$ cat src/rtl/omnimix_pkg.sv
package omnimix_pkg;

   // field widths
   localparam int CMD_W     = 15;
   localparam int HEADING_W = 17;
   localparam int WHEEL_W   = 17;
   localparam int STEP_W    = 16;
   localparam int TRIG_W    = 16;

   // cordic sizing
   localparam int TRIG_ITERATIONS = 16;
   localparam int ATAN_DEPTH      = 24;
   localparam int ITER_COUNT      = (TRIG_ITERATIONS < ATAN_DEPTH) ? TRIG_ITERATIONS
                                                                   : ATAN_DEPTH;
   localparam int ITER_W          = $clog2(ITER_COUNT);
   localparam int ATAN_IDX_W      = $clog2(ATAN_DEPTH);
   localparam int ATAN_W          = 27;
   localparam int CORDIC_W        = 34;
   localparam int ANGLE_W         = 30;

   typedef logic signed [CMD_W-1:0]     cmd_type;
   typedef logic signed [HEADING_W-1:0] heading_type;
   typedef logic signed [WHEEL_W-1:0]   wheel_type;
   typedef logic        [STEP_W-1:0]    step_type;
   typedef logic signed [TRIG_W-1:0]    trig_type;
   typedef logic signed [ANGLE_W-1:0]   angle_type;

   // atan(2^-i) in units of 2^-20 degree
   localparam logic [ATAN_W-1:0] ATAN_TAB [ATAN_DEPTH] = '{
      27'd47185920, 27'd27855475, 27'd14718068, 27'd7471121, 27'd3750058, 27'd1876857,
      27'd938658,   27'd469357,   27'd234682,   27'd117342,  27'd58671,   27'd29335,
      27'd14668,    27'd7334,     27'd3667,     27'd1833,    27'd917,     27'd458,
      27'd229,      27'd115,      27'd57,       27'd29,      27'd14,      27'd7
   };

   // cordic gain 0.607253 in Q30
   localparam logic signed [CORDIC_W-1:0] CORDIC_GAIN = 34'sd652032874;

   // quarter and half turn in 2^-20 degree
   localparam logic signed [ANGLE_W-1:0] ANG_90  = 30'sd94371840;
   localparam logic signed [ANGLE_W-1:0] ANG_180 = 30'sd188743680;

   // heading wrap limits in centidegrees
   localparam int HALF_TURN_CDEG = 18000;
   localparam int FULL_TURN_CDEG = 36000;

   // 2^20 / 100 = 10485 + 76/100
   localparam int DEG_SCALE_INT  = 10485;
   localparam int DEG_SCALE_FRAC = 76;
   localparam int DEG_ROUND      = 50;
   // floor(x / 100) = (x * RECIP_100) >> RECIP_SHIFT for x below 2^21
   localparam int RECIP_100      = 5368710;
   localparam int RECIP_SHIFT    = 29;

   // cos 45 degrees in Q1.15
   localparam int COS45_Q15 = 23170;

   localparam int WHEEL_MAX = 65535;
   localparam int WHEEL_MIN = -65536;

   localparam logic [STEP_W-1:0] RAMP_STEP_RESET = 16'd40;

   // sequencer to cordic
   typedef struct packed {
      logic      start;
      logic      flip;
      angle_type angle;
   } cordic_req_type;

   // cordic to sequencer
   typedef struct packed {
      logic     done;
      trig_type sin_q15;
      trig_type cos_q15;
   } cordic_rsp_type;

endpackage

$ cat src/rtl/omni_chassis_wheel_mixer_ramp.sv
// Omni wheel mixer with setpoint ramp for an X-configured chassis.
// Request channel (req_valid / req_stall): body speed command vx, vy, wz,
// heading offset in centidegrees and a hold flag. req_stall is low only when
// the sequencer is idle, so one request is worked on at a time.
// Response channel (rsp_valid / rsp_stall): the four ramped wheel setpoints.
// The response sits in an output register, so a new request is taken while
// a finished response is still stalled.
// A new request can be taken the cycle after the response is loaded. The
// time to a response is set by the shared CORDIC unit (one micro-rotation
// per cycle, 16 iterations plus rounding), the one shared multiplier (three
// angle, four rotation and two mix products) and the per-wheel target and
// ramp steps. The heading wrap adds or subtracts a full turn until in range.
// If the response is still stalled when the next one is done, the sequencer
// waits and holds req_stall high until the output register frees up.
// Reset (synchronous, active high) clears the stored setpoints to zero and
// sets the ramp step to 40. csr_wr_en writes the ramp step from csr_wr_data;
// it should only be written while the block is idle.
module omni_chassis_wheel_mixer_ramp (
   input  logic                     clock,
   input  logic                     reset,
   input  logic                     csr_wr_en,
   input  omnimix_pkg::step_type    csr_wr_data,
   input  logic                     req_valid,
   output logic                     req_stall,
   input  omnimix_pkg::cmd_type     req_cmd_vx,
   input  omnimix_pkg::cmd_type     req_cmd_vy,
   input  omnimix_pkg::cmd_type     req_cmd_wz,
   input  omnimix_pkg::heading_type req_heading_offset,
   input  logic                     req_hold,
   output logic                     rsp_valid,
   input  logic                     rsp_stall,
   output omnimix_pkg::wheel_type   rsp_wheel_front_left,
   output omnimix_pkg::wheel_type   rsp_wheel_rear_left,
   output omnimix_pkg::wheel_type   rsp_wheel_rear_right,
   output omnimix_pkg::wheel_type   rsp_wheel_front_right
);
   import omnimix_pkg::*;

   localparam int P_W   = 48;
   localparam int M_W   = 24;
   localparam int MIX_W = 34;
   localparam int H_W   = HEADING_W + 1;
   localparam int D_W   = WHEEL_W + 2;

   localparam logic [4:0] ST_IDLE    = 5'd0;
   localparam logic [4:0] ST_WRAP    = 5'd1;
   localparam logic [4:0] ST_ANG1    = 5'd2;
   localparam logic [4:0] ST_ANG2    = 5'd3;
   localparam logic [4:0] ST_ANG3    = 5'd4;
   localparam logic [4:0] ST_ANG4    = 5'd5;
   localparam logic [4:0] ST_TRIG    = 5'd6;
   localparam logic [4:0] ST_ROT1    = 5'd7;
   localparam logic [4:0] ST_ROT2    = 5'd8;
   localparam logic [4:0] ST_ROT3    = 5'd9;
   localparam logic [4:0] ST_ROT4    = 5'd10;
   localparam logic [4:0] ST_ROT5    = 5'd11;
   localparam logic [4:0] ST_MIX1    = 5'd12;
   localparam logic [4:0] ST_MIX2    = 5'd13;
   localparam logic [4:0] ST_WHEEL_T = 5'd14;
   localparam logic [4:0] ST_WHEEL_R = 5'd15;
   localparam logic [4:0] ST_DONE    = 5'd16;

   logic [4:0]               state_ff, state_in;
   step_type                 ramp_ff;
   cmd_type                  vx_ff, vy_ff, wz_ff;
   logic                     hold_ff;
   logic signed [H_W-1:0]    h_ff;
   logic [14:0]              mag;
   logic signed [H_W-1:0]    h_abs;
   logic [20:0]              frac_ff;
   logic [27:0]              base_ff;
   logic [27:0]              q_ang;
   angle_type                z_signed, z_fold;
   logic                     flip;
   logic signed [M_W-1:0]    mul_a, mul_b;
   logic signed [P_W-1:0]    p_ff, acc_ff;
   wheel_type                rx_ff, ry_ff;
   logic signed [MIX_W-1:0]  a_ff, b_term, sa, sb, wz_term, mix_sum;
   wheel_type                tgt_ff, tgt_in;
   logic [1:0]               k_ff;
   wheel_type                setp_ff [4];
   wheel_type                out_ff [4];
   wheel_type                cur, setp_in;
   logic signed [D_W-1:0]    diff, step_s;
   logic                     rsp_valid_ff;
   logic                     load_rsp;
   cordic_req_type           cor_req;
   cordic_rsp_type           cor_rsp;

   // product to Q15 integer, truncated toward zero
   function automatic wheel_type trunc_q15(input logic signed [P_W-1:0] v);
      logic signed [P_W-1:0] t;
      t = v[P_W-1] ? v + P_W'(32767) : v;
      return WHEEL_W'(t >>> 15);
   endfunction

   // divide by 2^15 rounding ties away from zero, then clamp to wheel range
   function automatic wheel_type round_clamp(input logic signed [MIX_W-1:0] v);
      logic signed [MIX_W-1:0] r;
      logic signed [D_W-1:0]   t;
      wheel_type               w;
      r = v[MIX_W-1] ? v + MIX_W'(16383) : v + MIX_W'(16384);
      t = D_W'(r >>> 15);
      if (t > WHEEL_MAX) begin
         w = WHEEL_W'(WHEEL_MAX);
      end else if (t < WHEEL_MIN) begin
         w = WHEEL_W'(WHEEL_MIN);
      end else begin
         w = WHEEL_W'(t);
      end
      return w;
   endfunction

   omnimix_cordic u_cordic (
      .clock   (clock),
      .reset   (reset),
      .cor_req (cor_req),
      .cor_rsp (cor_rsp)
   );

   // heading magnitude and angle conversion
   always_comb begin
      h_abs    = h_ff[H_W-1] ? -h_ff : h_ff;
      mag      = 15'(h_abs);
      q_ang    = base_ff + {9'b0, p_ff[P_W-1:RECIP_SHIFT]};
      z_signed = h_ff[H_W-1] ? -$signed({2'b0, q_ang}) : $signed({2'b0, q_ang});
      flip     = 1'b0;
      z_fold   = z_signed;
      if (z_signed > ANG_90) begin
         z_fold = z_signed - ANG_180;
         flip   = 1'b1;
      end else if (z_signed < -ANG_90) begin
         z_fold = z_signed + ANG_180;
         flip   = 1'b1;
      end
      cor_req.start = (state_ff == ST_ANG4);
      cor_req.flip  = flip;
      cor_req.angle = z_fold;
   end

   // shared multiplier operand select
   always_comb begin
      unique case (state_ff) inside
         ST_ANG1: begin
            mul_a = $signed({9'b0, mag});
            mul_b = M_W'(DEG_SCALE_FRAC);
         end
         ST_ANG2: begin
            mul_a = $signed({9'b0, mag});
            mul_b = M_W'(DEG_SCALE_INT);
         end
         ST_ANG3: begin
            mul_a = $signed({3'b0, frac_ff});
            mul_b = M_W'(RECIP_100);
         end
         ST_ROT1: begin
            mul_a = M_W'(vx_ff);
            mul_b = M_W'(cor_rsp.cos_q15);
         end
         ST_ROT2: begin
            mul_a = M_W'(vy_ff);
            mul_b = M_W'(cor_rsp.sin_q15);
         end
         ST_ROT3: begin
            mul_a = M_W'(vy_ff);
            mul_b = M_W'(cor_rsp.cos_q15);
         end
         ST_ROT4: begin
            mul_a = M_W'(vx_ff);
            mul_b = M_W'(cor_rsp.sin_q15);
         end
         ST_MIX1: begin
            mul_a = M_W'(rx_ff);
            mul_b = M_W'(COS45_Q15);
         end
         ST_MIX2, ST_WHEEL_T, ST_WHEEL_R: begin
            mul_a = M_W'(ry_ff);
            mul_b = M_W'(COS45_Q15);
         end
         default: begin
            mul_a = '0;
            mul_b = '0;
         end
      endcase
   end

   always_ff @(posedge clock) begin
      p_ff <= mul_a * mul_b;
   end

   // wheel target: signs of the two mix terms follow the wheel position
   always_comb begin
      b_term  = MIX_W'(p_ff);
      sa      = (k_ff == 2'd1 || k_ff == 2'd2) ? -a_ff : a_ff;
      sb      = k_ff[1] ? b_term : -b_term;
      wz_term = MIX_W'(wz_ff) <<< 15;
      mix_sum = sa + sb + wz_term;
      tgt_in  = round_clamp(mix_sum);
   end

   // slew the stored setpoint toward the target without overshoot
   always_comb begin
      cur    = setp_ff[k_ff];
      diff   = D_W'(tgt_ff) - D_W'(cur);
      step_s = $signed({{(D_W-STEP_W){1'b0}}, ramp_ff});
      if (!diff[D_W-1]) begin
         setp_in = (diff > step_s) ? WHEEL_W'(D_W'(cur) + step_s) : tgt_ff;
      end else begin
         setp_in = (-diff > step_s) ? WHEEL_W'(D_W'(cur) - step_s) : tgt_ff;
      end
   end

   assign load_rsp = (state_ff == ST_DONE) && (!rsp_valid_ff || !rsp_stall);

   // sequencer
   always_comb begin
      state_in = state_ff;
      unique case (state_ff)
         ST_IDLE:    if (req_valid) state_in = ST_WRAP;
         ST_WRAP: begin
            if (h_ff >= -HALF_TURN_CDEG && h_ff < HALF_TURN_CDEG) begin
               state_in = ST_ANG1;
            end
         end
         ST_ANG1:    state_in = ST_ANG2;
         ST_ANG2:    state_in = ST_ANG3;
         ST_ANG3:    state_in = ST_ANG4;
         ST_ANG4:    state_in = ST_TRIG;
         ST_TRIG:    if (cor_rsp.done) state_in = ST_ROT1;
         ST_ROT1:    state_in = ST_ROT2;
         ST_ROT2:    state_in = ST_ROT3;
         ST_ROT3:    state_in = ST_ROT4;
         ST_ROT4:    state_in = ST_ROT5;
         ST_ROT5:    state_in = ST_MIX1;
         ST_MIX1:    state_in = ST_MIX2;
         ST_MIX2:    state_in = ST_WHEEL_T;
         ST_WHEEL_T: state_in = ST_WHEEL_R;
         ST_WHEEL_R: state_in = (k_ff == 2'd3) ? ST_DONE : ST_WHEEL_T;
         ST_DONE:    if (load_rsp) state_in = ST_IDLE;
         default:    state_in = ST_IDLE;
      endcase
   end

   // control state
   always_ff @(posedge clock) begin
      if (reset) begin
         state_ff     <= ST_IDLE;
         ramp_ff      <= RAMP_STEP_RESET;
         rsp_valid_ff <= 1'b0;
         k_ff         <= '0;
         for (int i = 0; i < 4; i++) begin
            setp_ff[i] <= '0;
         end
      end else begin
         state_ff <= state_in;
         if (csr_wr_en) begin
            ramp_ff <= csr_wr_data;
         end
         if (load_rsp) begin
            rsp_valid_ff <= 1'b1;
         end else if (!rsp_stall) begin
            rsp_valid_ff <= 1'b0;
         end
         if (state_ff == ST_MIX2) begin
            k_ff <= '0;
         end else if (state_ff == ST_WHEEL_R) begin
            setp_ff[k_ff] <= setp_in;
            k_ff          <= k_ff + 1'b1;
         end
      end
   end

   // datapath registers
   always_ff @(posedge clock) begin
      case (state_ff)
         ST_IDLE: begin
            vx_ff   <= req_cmd_vx;
            vy_ff   <= req_cmd_vy;
            wz_ff   <= req_hold ? '0 : req_cmd_wz;
            hold_ff <= req_hold;
            h_ff    <= H_W'(req_heading_offset);
         end
         ST_WRAP: begin
            if (h_ff < -HALF_TURN_CDEG) begin
               h_ff <= H_W'(h_ff + FULL_TURN_CDEG);
            end else if (h_ff >= HALF_TURN_CDEG) begin
               h_ff <= H_W'(h_ff - FULL_TURN_CDEG);
            end
         end
         ST_ANG2:    frac_ff <= p_ff[20:0] + 21'(DEG_ROUND);
         ST_ANG3:    base_ff <= p_ff[27:0];
         ST_ROT2:    acc_ff  <= p_ff;
         ST_ROT3:    rx_ff   <= hold_ff ? '0 : trunc_q15(acc_ff + p_ff);
         ST_ROT4:    acc_ff  <= p_ff;
         ST_ROT5:    ry_ff   <= hold_ff ? '0 : trunc_q15(acc_ff - p_ff);
         ST_MIX2:    a_ff    <= MIX_W'(p_ff);
         ST_WHEEL_T: tgt_ff  <= tgt_in;
         default: begin
         end
      endcase
      if (load_rsp) begin
         for (int i = 0; i < 4; i++) begin
            out_ff[i] <= setp_ff[i];
         end
      end
   end

   assign req_stall             = (state_ff != ST_IDLE);
   assign rsp_valid             = rsp_valid_ff;
   assign rsp_wheel_front_left  = out_ff[0];
   assign rsp_wheel_rear_left   = out_ff[1];
   assign rsp_wheel_rear_right  = out_ff[2];
   assign rsp_wheel_front_right = out_ff[3];

   // trig results only come back while the sequencer waits for them
   a_trig_done_in_wait: assert property (@(posedge clock) disable iff (reset)
      cor_rsp.done |-> state_ff == ST_TRIG)
      else $error("cordic done outside trig wait");

   // a response only appears after the sequencer finished a request
   a_rsp_from_done: assert property (@(posedge clock) disable iff (reset)
      $rose(rsp_valid) |-> $past(state_ff == ST_DONE))
      else $error("response without finished request");

   // a free output register is always loaded and the sequencer goes idle
   a_done_loads: assert property (@(posedge clock) disable iff (reset)
      (state_ff == ST_DONE && !(rsp_valid && rsp_stall)) |=>
         (rsp_valid && state_ff == ST_IDLE))
      else $error("finished request not delivered");

   // hold zeroes the rotated speeds before mixing
   a_hold_zero: assert property (@(posedge clock) disable iff (reset)
      (state_ff == ST_MIX1 && hold_ff) |-> (rx_ff == '0 && ry_ff == '0 && wz_ff == '0))
      else $error("hold did not zero speeds");

endmodule

$ cat src/rtl/omnimix_cordic.sv
module omnimix_cordic (
   input  logic                       clock,
   input  logic                       reset,
   input  omnimix_pkg::cordic_req_type cor_req,
   output omnimix_pkg::cordic_rsp_type cor_rsp
);
   import omnimix_pkg::*;

   logic signed [CORDIC_W-1:0] x_ff, y_ff, x_in, y_in;
   angle_type                  z_ff, z_in;
   logic [ITER_W-1:0]          iter_ff;
   logic                       busy_ff, fin_ff, done_ff, flip_ff;
   trig_type                   sin_ff, cos_ff;
   logic signed [CORDIC_W-1:0] dx, dy;
   angle_type                  atan_step;

   // Q30 to Q15, ties away from zero, saturate, optional negate
   function automatic trig_type round_sat(input logic signed [CORDIC_W-1:0] v,
                                          input logic neg);
      logic signed [CORDIC_W-1:0] r;
      logic signed [CORDIC_W-16:0] sh;
      trig_type s;
      r  = v[CORDIC_W-1] ? v + CORDIC_W'(16383) : v + CORDIC_W'(16384);
      sh = (CORDIC_W-15)'(r >>> 15);
      if (sh > 32767) begin
         s = 16'sd32767;
      end else if (sh < -32767) begin
         s = -16'sd32767;
      end else begin
         s = TRIG_W'(sh);
      end
      return neg ? -s : s;
   endfunction

   // one micro-rotation, direction from the sign of the residual angle
   always_comb begin
      dx        = y_ff >>> iter_ff;
      dy        = x_ff >>> iter_ff;
      atan_step = $signed({{(ANGLE_W-ATAN_W){1'b0}}, ATAN_TAB[ATAN_IDX_W'(iter_ff)]});
      if (!z_ff[ANGLE_W-1]) begin
         x_in = x_ff - dx;
         y_in = y_ff + dy;
         z_in = z_ff - atan_step;
      end else begin
         x_in = x_ff + dx;
         y_in = y_ff - dy;
         z_in = z_ff + atan_step;
      end
   end

   // iteration control
   always_ff @(posedge clock) begin
      if (reset) begin
         busy_ff <= 1'b0;
         fin_ff  <= 1'b0;
         done_ff <= 1'b0;
         iter_ff <= '0;
      end else begin
         done_ff <= 1'b0;
         fin_ff  <= 1'b0;
         if (cor_req.start) begin
            busy_ff <= 1'b1;
            iter_ff <= '0;
         end else if (busy_ff) begin
            if (iter_ff == ITER_W'(ITER_COUNT - 1)) begin
               busy_ff <= 1'b0;
               fin_ff  <= 1'b1;
            end else begin
               iter_ff <= iter_ff + 1'b1;
            end
         end else if (fin_ff) begin
            done_ff <= 1'b1;
         end
      end
   end

   // datapath registers
   always_ff @(posedge clock) begin
      if (cor_req.start) begin
         x_ff    <= CORDIC_GAIN;
         y_ff    <= '0;
         z_ff    <= cor_req.angle;
         flip_ff <= cor_req.flip;
      end else if (busy_ff) begin
         x_ff <= x_in;
         y_ff <= y_in;
         z_ff <= z_in;
      end
      if (fin_ff) begin
         cos_ff <= round_sat(x_ff, flip_ff);
         sin_ff <= round_sat(y_ff, flip_ff);
      end
   end

   assign cor_rsp.done    = done_ff;
   assign cor_rsp.sin_q15 = sin_ff;
   assign cor_rsp.cos_q15 = cos_ff;

endmodule

$ cat config.mk
export PLATFORM = sky130hd
export DESIGN_NAME = omni_chassis_wheel_mixer_ramp
export DESIGN_NICKNAME = d
export VERILOG_FILES = /design/src/rtl/omnimix_pkg.sv /design/src/rtl/omni_chassis_wheel_mixer_ramp.sv /design/src/rtl/omnimix_cordic.sv
export SDC_FILE = /design/constraint.sdc
export NUM_CORES = 2
export LEC_CHECK = 0
export ABC_CLOCK_PERIOD_IN_PS = 16880
export BUFFER_PORTS_ARGS = -buffer_cell sky130_fd_sc_hd__buf_4
export CAP_MARGIN = 20
export CORE_MARGIN = 2
export CORE_UTILIZATION = 40
export CTS_CLUSTER_DIAMETER = 200
export CTS_CLUSTER_SIZE = 10
export DETAILED_ROUTE_END_ITERATION = 6
export HOLD_SLACK_MARGIN = 0.08
export SYNTH_ARGS = -nofsm -noshare
export SYNTH_HDL_FRONTEND = slang
export SYNTH_SLANG_ARGS = --single-unit
$ cat constraint.sdc
create_clock -name clock -period 16.88 [get_ports clock]
set_clock_uncertainty 0.05 [all_clocks]
set_input_delay 3.376 -clock clock [delete_from_list [all_inputs] [get_ports clock]]
set_output_delay 3.376 -clock clock [all_outputs]
set_load 0.01 [all_outputs]
After elaboration in Yosys (flattened, before gate mapping)
Memory sizes are Yosys's and may differ from the RTL's. A register that Yosys moved wholly into a read port is not among the register bits. Cells that the tools add are included.

Register bits after elaboration: 456. Bits in latches: 0. Bits in writable memories: 136. ROM bits: 864. Bits of input ports: 84. Logic and storage cells: 200. Memories kept: 3.

$add $sub $neg: 36. Multiply operators: 1. Divide/modulo/power cells: 0. $lt $le $gt $ge: 15. Equality and inequality tests: 26. Shifts and indexed selects: 2. Multiplexer cells: 62. Bitwise logic cells: 3. Reduce and logical (&&, ||, !) cells: 25.

Memory list: (no name shown) (words 32, width 27, read ports 1, clocked after Yosys merged registers in 0, wr ports 0, line omnimix_cordic.sv:39) `atan_step = $signed({{(ANGLE_W-ATAN_W){1'b0}}, ATAN_TAB[ATAN_IDX_W'(iter_ff)]});`; out_ff (words 4, width 17, read ports 4, clocked after Yosys merged registers in 0, wr ports 4, line omni_chassis_wheel_mixer_ramp.sv:82) `wheel_type out_ff [4];`; setp_ff (words 4, width 17, read ports 5, clocked after Yosys merged registers in 1, wr ports 4, line omni_chassis_wheel_mixer_ramp.sv:81) `wheel_type setp_ff [4];`.

Operators by type and width (number): $pmux W24 S6 (2); $mux W34 (7); $mux W30 (6); $mux W16 (8); $add A34 B15 Y34 const B (3); $add A34 B16 Y34 const B (3); $add A34 B34 Y34 (3); $mux W17 (5); $pmux W5 S17 (1); $neg A34 Y34 (2); $sshr A34 B4 Y34 (2); $sub A34 B34 Y34 (2); $add A32 B16 Y32 const B (2); $mux W32 (2); $mux W27 (2); $add A48 B48 Y48 (1); $mul A24 B24 Y48 (1); $sub A48 B48 Y48 (1); $eq A5 B4 Y1 const B (8); $gt A19 B16 Y1 const B (2); $lt A19 B16 Y1 const B (2); $ge A18 B16 Y1 const B (2); $lt A18 B16 Y1 const B (2); $mux W18 (2); other kinds (54) (99).

Logic depth before layout (Yosys ltp)
Depth in word-level cells: 9. Gate-level depth with buffers: 42. Gate-level depth less buffers: 40.

Modules after synthesis
From an unflattened synthesis, not the netlist that was laid out.

Cells, all modules: 7791. Area total of the unflattened synthesis: 70281.2 µm².

Modules (own cells, without submodules): omni_chassis_wheel_mixer_ramp (instances 1, cells an instance 5566, area an instance 52191.3 µm², sequential area each 12952.4 µm²); omnimix_cordic (instances 1, cells an instance 2225, area an instance 18089.8 µm², sequential area each 3393.3 µm²).

Worst setup path before layout
OpenSTA, ideal clock, no wires.

Path kind: register -> register. Start: register state_ff[3]. End: register p_ff[45]. Library setup time: 0.072 ns. Data arrival time: 9.755 ns. Data required time: 16.758 ns. Setup slack: 7.002 ns. Stages on the path, launching flop included: 38. Buffers on the path: 3. Period minus slack after synthesis: 9.878 ns. Cell sequence: dfxtp_1 -> clkbuf_1 -> nand2_1 -> nor2_1 -> clkbuf_1 -> a221o_1 -> clkbuf_1 -> nand2_1 -> fa_1 -> inv_1 -> fa_1 -> inv_1 -> fa_1 -> inv_1 -> fa_1 -> inv_1 -> fa_1 -> inv_1 -> [... 2 more ...] -> fa_1 -> inv_1 -> ha_1 -> a21o_1 -> a21o_1 -> a21oi_1 -> nor2b_1 -> o21ai_0 -> nand2_1 -> nand3_1 -> o221ai_1 -> a21oi_1 -> o21a_1 -> o31ai_1 -> a221o_1 -> a21o_1 -> a41oi_1 -> xnor2_1.

Longest elaborated chain between the ends: 4. Elaborated cells between the ends (all ways): 21. Those cells by class: 1 x mul; 11 x eq/ne; 2 x mux; 7 x reduce/logical.

RTL lines: start: declaration (line omni_chassis_wheel_mixer_ramp.sv:63) `logic [4:0] state_ff, state_in;`; start signal: assignment (line omni_chassis_wheel_mixer_ramp.sv:255) `state_ff <= state_in;`; $eq A5 B4 Y1, or another cell as far along; $reduce_or A4 Y1 (no line), or another cell as far along; $pmux W24 S6 (line omni_chassis_wheel_mixer_ramp.sv:143) `unique case (state_ff) inside`; $mul A24 B24 Y48 * (line omni_chassis_wheel_mixer_ramp.sv:188) `p_ff <= mul_a * mul_b;`; end signal: assignment (line omni_chassis_wheel_mixer_ramp.sv:188); end: declaration (line omni_chassis_wheel_mixer_ramp.sv:76) `logic signed [P_W-1:0] p_ff, acc_ff;`.

Mark *: on every way between the ends. The rest lies on a longest branch, timed or not. A chain may end at the register's enable or synchronous reset.

Final worst setup path
Start: register h_ff[17]. End: register p_ff[45].

Longest elaborated chain between the ends: 3.

RTL lines: start: declaration (line omni_chassis_wheel_mixer_ramp.sv:67) `logic signed [H_W-1:0] h_ff;`; start signal: assignment (line omni_chassis_wheel_mixer_ramp.sv:281) `h_ff <= H_W'(req_heading_offset);`; start signal: assignment (line omni_chassis_wheel_mixer_ramp.sv:285) `h_ff <= H_W'(h_ff + FULL_TURN_CDEG);`; start signal: assignment (line omni_chassis_wheel_mixer_ramp.sv:287) `h_ff <= H_W'(h_ff - FULL_TURN_CDEG);`; $mux W15 (line omni_chassis_wheel_mixer_ramp.sv:123) `h_abs = h_ff[H_W-1] ? -h_ff : h_ff;`; $pmux W24 S6 (line omni_chassis_wheel_mixer_ramp.sv:143); $mul A24 B24 Y48 (line omni_chassis_wheel_mixer_ramp.sv:188).

Every way passes these cells.

==> out/qor.csv <==
metric,value,unit
Die Span X,414,um
Overall Global Routing Usage,23.7,%
Post-synth EDFFs,445,
grt ovf,0,
clock buffer depth,3,
clk slew on worst S/H paths,80,ps
WS Path Type,reg2reg,
CTS sink count,594,
latest clock arrival within the worst-skew pair,730,ps
CP max FO,39,
number of synthesized register bits,594,
sequential area share after synthesis,24.3,%
row count,150,
WL/cell,21.1,um
Slowest Stage Delay on Critical Path,760,ps
Worst R2R End,p_ff[45],
CORE AREA,167000,sq um
Main synth FF type,edfxtp_1,
slowest CP cell,nand2_1,
Post-Syn Area per Cell,9.12,sq um
CP Data Required Time,17410,ps
Initial Util,40.2,%
Final Slew Violations,0,
CP Capture Type,flop,
placed inst area,70800,sq um
fraction of layout cells with a size suffix above 1,7.23,%
HPWL Detailed,162000,um
Synth area leaders,"edfxtp_1 20%, fa_1 17%, ha_1 9.6%, inv_1 5.5%, xnor2_1 4.8%",
DRT iter0 DRCs,4615,
slew of the pin with the lowest slew margin,1440,ps
Slew HR,4.31,%
Peak VDD IR,506,uV
top cell type's share of synthesized area,19.9,%
met1 Usage GRT,33.0,%
worst hold stages,0,
setup TNS,0,ps
post-synth top area cell,edfxtp_1,
Die Ht,414,um
yosys warns,0,
Async SR Flop Fraction,0,%
area grow syn2layout,8.53,%
cts hold-fix bufs,0,
CTS root buf,clkbuf_16,
Crit path top cell by count,fa_1,
vias per inst,5.61,
first-pass GRT wire length,313000,um
run status,finished with violations,
R2R setup slack,6340,ps
Fin. Hold Viols,0,
Yosys cell types,107,
met2 Use GR,37.1,%
"Arr. time, crit path",11070,ps
global routing's busiest layer,met2,
diodes inserted,0,
PwrDens,170,nW/um^2
Final #Nets,8587,
hold slack final,395,ps
Tot Pwr,12400,uW
detailed-route DRC error count,5,
hold_sp,setp_ff[1][11],
H-Tree Level Count,3,
Max Fclk,94.9,MHz
vias in the first global route,53400,
initial antenna violation count,4,
CP Launch Type,flop,
CTS tree,yes,
largest net degree at the start of global routing,94,
Hold Crit Class,reg2reg,
Post-Syn Instances,7371,
reg2reg path depth,32,
crit path time final,10540,ps
max-cap viol count,0,
Die Area,171000,sq um
I/O Buffers,153,
CTS buffer count,70,
synthesized area,67200,sq um
syn nets,8554,
CTS resizes,0,
antenna-violating nets left,0,
violated checks,design-rule violations,
DR pass1 iterations,7,
final instance area,72900,sq um
Hold Path Sink,out_ff[1][11],
final setup fails,0,
final period utilization,62.4,%
Global Route met3 Usage,3.87,%
Leak Pwr,0.0319,uW
final WL,204000,um
routed vias,54200,
FF-to-FF Start,h_ff[17],
postcts setup bufs,0,
RSZ-0062 raised after global routing,false,
I/O pin total,154,
RePlAce Congestion,0.967,
[layer usage]
layer	routed length, um	vias to the layer above
li1	-	25300
met5	13	-
met1	91000	26800
met2	91000	1790
met4	7540	2
met3	14100	313
[worst max path at each step]
stage | start | to | cells past startpoint | slack [ps]
detailed placement | state_ff[3] | p_ff[45] | 32 | 6550
global placement | state_ff[3] | p_ff[45] | 32 | 6640
finish | h_ff[17] | p_ff[45] | 32 | 6340
global route | h_ff[0] | p_ff[45] | 38 | 5870
CTS | state_ff[3] | p_ff[45] | 32 | 6470
floorplan | state_ff[3] | p_ff[45] | 37 | 7000
[synth_stat cells, types with 21 or more instances]
| cell type | number |
|---|---|
| or4_1 | 25 |
| nor2_1 | 653 |
| and3_1 | 62 |
| o31ai_1 | 48 |
| or3_1 | 34 |
| a31oi_1 | 63 |
| o41ai_1 | 21 |
| ha_1 | 513 |
| nand2b_1 | 61 |
| mux2i_1 | 111 |
| a21o_1 | 137 |
| nor4_1 | 55 |
| a21oi_1 | 409 |
| a221o_1 | 24 |
| mux4_2 | 82 |
| nor2b_1 | 86 |
| clkbuf_1 | 232 |
| a211oi_1 | 43 |
| xnor2_1 | 367 |
| nand3_1 | 110 |
| o21ai_0 | 342 |
| dfxtp_1 | 149 |
| nor3_1 | 123 |
| o21bai_1 | 67 |
| inv_1 | 985 |
| nand2_1 | 673 |
| mux2_2 | 26 |
| and2_1 | 63 |
| or2_2 | 31 |
| buf_1 | 32 |
| xor2_1 | 207 |
| nand4_1 | 66 |
| o211ai_1 | 24 |
| edfxtp_1 | 445 |
| fa_1 | 586 |
| o21a_1 | 51 |
[kinds of logic (layout without fill, tap and decap cells)]
family	count (synthesis)	in the layout	synth area share (%)
fa+ha+maj	1099	1099	27.0
buf+inv	1285	1370	7.27
flops	594	594	24.3
simple gates	2120	2120	14.7
xor+xnor	575	575	7.50
mux	219	219	4.84
compound gates	1479	1479	14.3
[registers in the layout, summed over array words and instances (netlist names), 17 cells and up, named ones only]
register / count
out_ff: 68
setp_ff: 68
acc_ff: 48
p_ff: 48
a_ff: 34
u_cordic.x_ff: 34
u_cordic.y_ff: 34
u_cordic.z_ff: 30
base_ff: 28
frac_ff: 21
h_ff: 18
rx_ff: 17
ry_ff: 17
tgt_ff: 17
[critical path, delay by kind of cell (launching register included)]
family / cells / cell delay (ps)
xor+xnor: 2 / 300
fa+ha+maj: 8 / 3710
flops: 1 / 320
buf+inv: 5 / 990
simple gates: 7 / 1970
compound gates: 10 / 3050
[cell type report]
type	count	area, sq um
Clock inverter	10	190
Multi-Input combinational cell	5492	46100
Fill cell	16400	94100
Sequential cell	594	16400
Inverter	999	3750
Clock buffer	114	1920
Timing Repair Buffer	247	1890
Tap cell	2204	2760
[stage by stage]
stage / instances / utilization (%) / setup WS (ps)
3_5_place_dp: 9533 / 42.4 / 6550
2_1_floorplan: 7371 / - / 7000
6_report: 9660 / 43.7 / 6340
5_1_grt: 9660 / 43.7 / 5870
4_1_cts: 9657 / 43.6 / 6470
3_3_place_gp: 9532 / 42.4 / 6640
[report_power, final]
| group | total (uW) | internal (uW) | switching [uW] |
|---|---|---|---|
| combinational | 8480 | 3280 | 5200 |
| sequential | 2430 | 2020 | 408 |
| clock | 1480 | 790 | 688 |
| total | 12400 | 6100 | 6290 |
[cells in the final DEF, fill, tap and decap left out, types with 55 or more instances in the layout]
cell	netlist	routed
inv_1	985	984
nand2_1	673	672
nor2_1	653	648
fa_1	586	586
ha_1	513	513
edfxtp_1	445	445
a21oi_1	409	407
xnor2_1	367	367
o21ai_0	342	341
buf_4	0	244
xor2_1	207	207
dfxtp_1	149	144
a21o_1	137	137
nor3_1	123	122
mux2i_1	111	111
nand3_1	110	110
nor2b_1	86	86
mux4_2	82	82
clkbuf_16	0	71
o21bai_1	67	67
nand4_1	66	66
and2_1	63	63
a31oi_1	63	62
and3_1	62	62
nand2b_1	61	61
nor4_1	55	55
No activity file was read; power rests on OpenSTA's default activity.
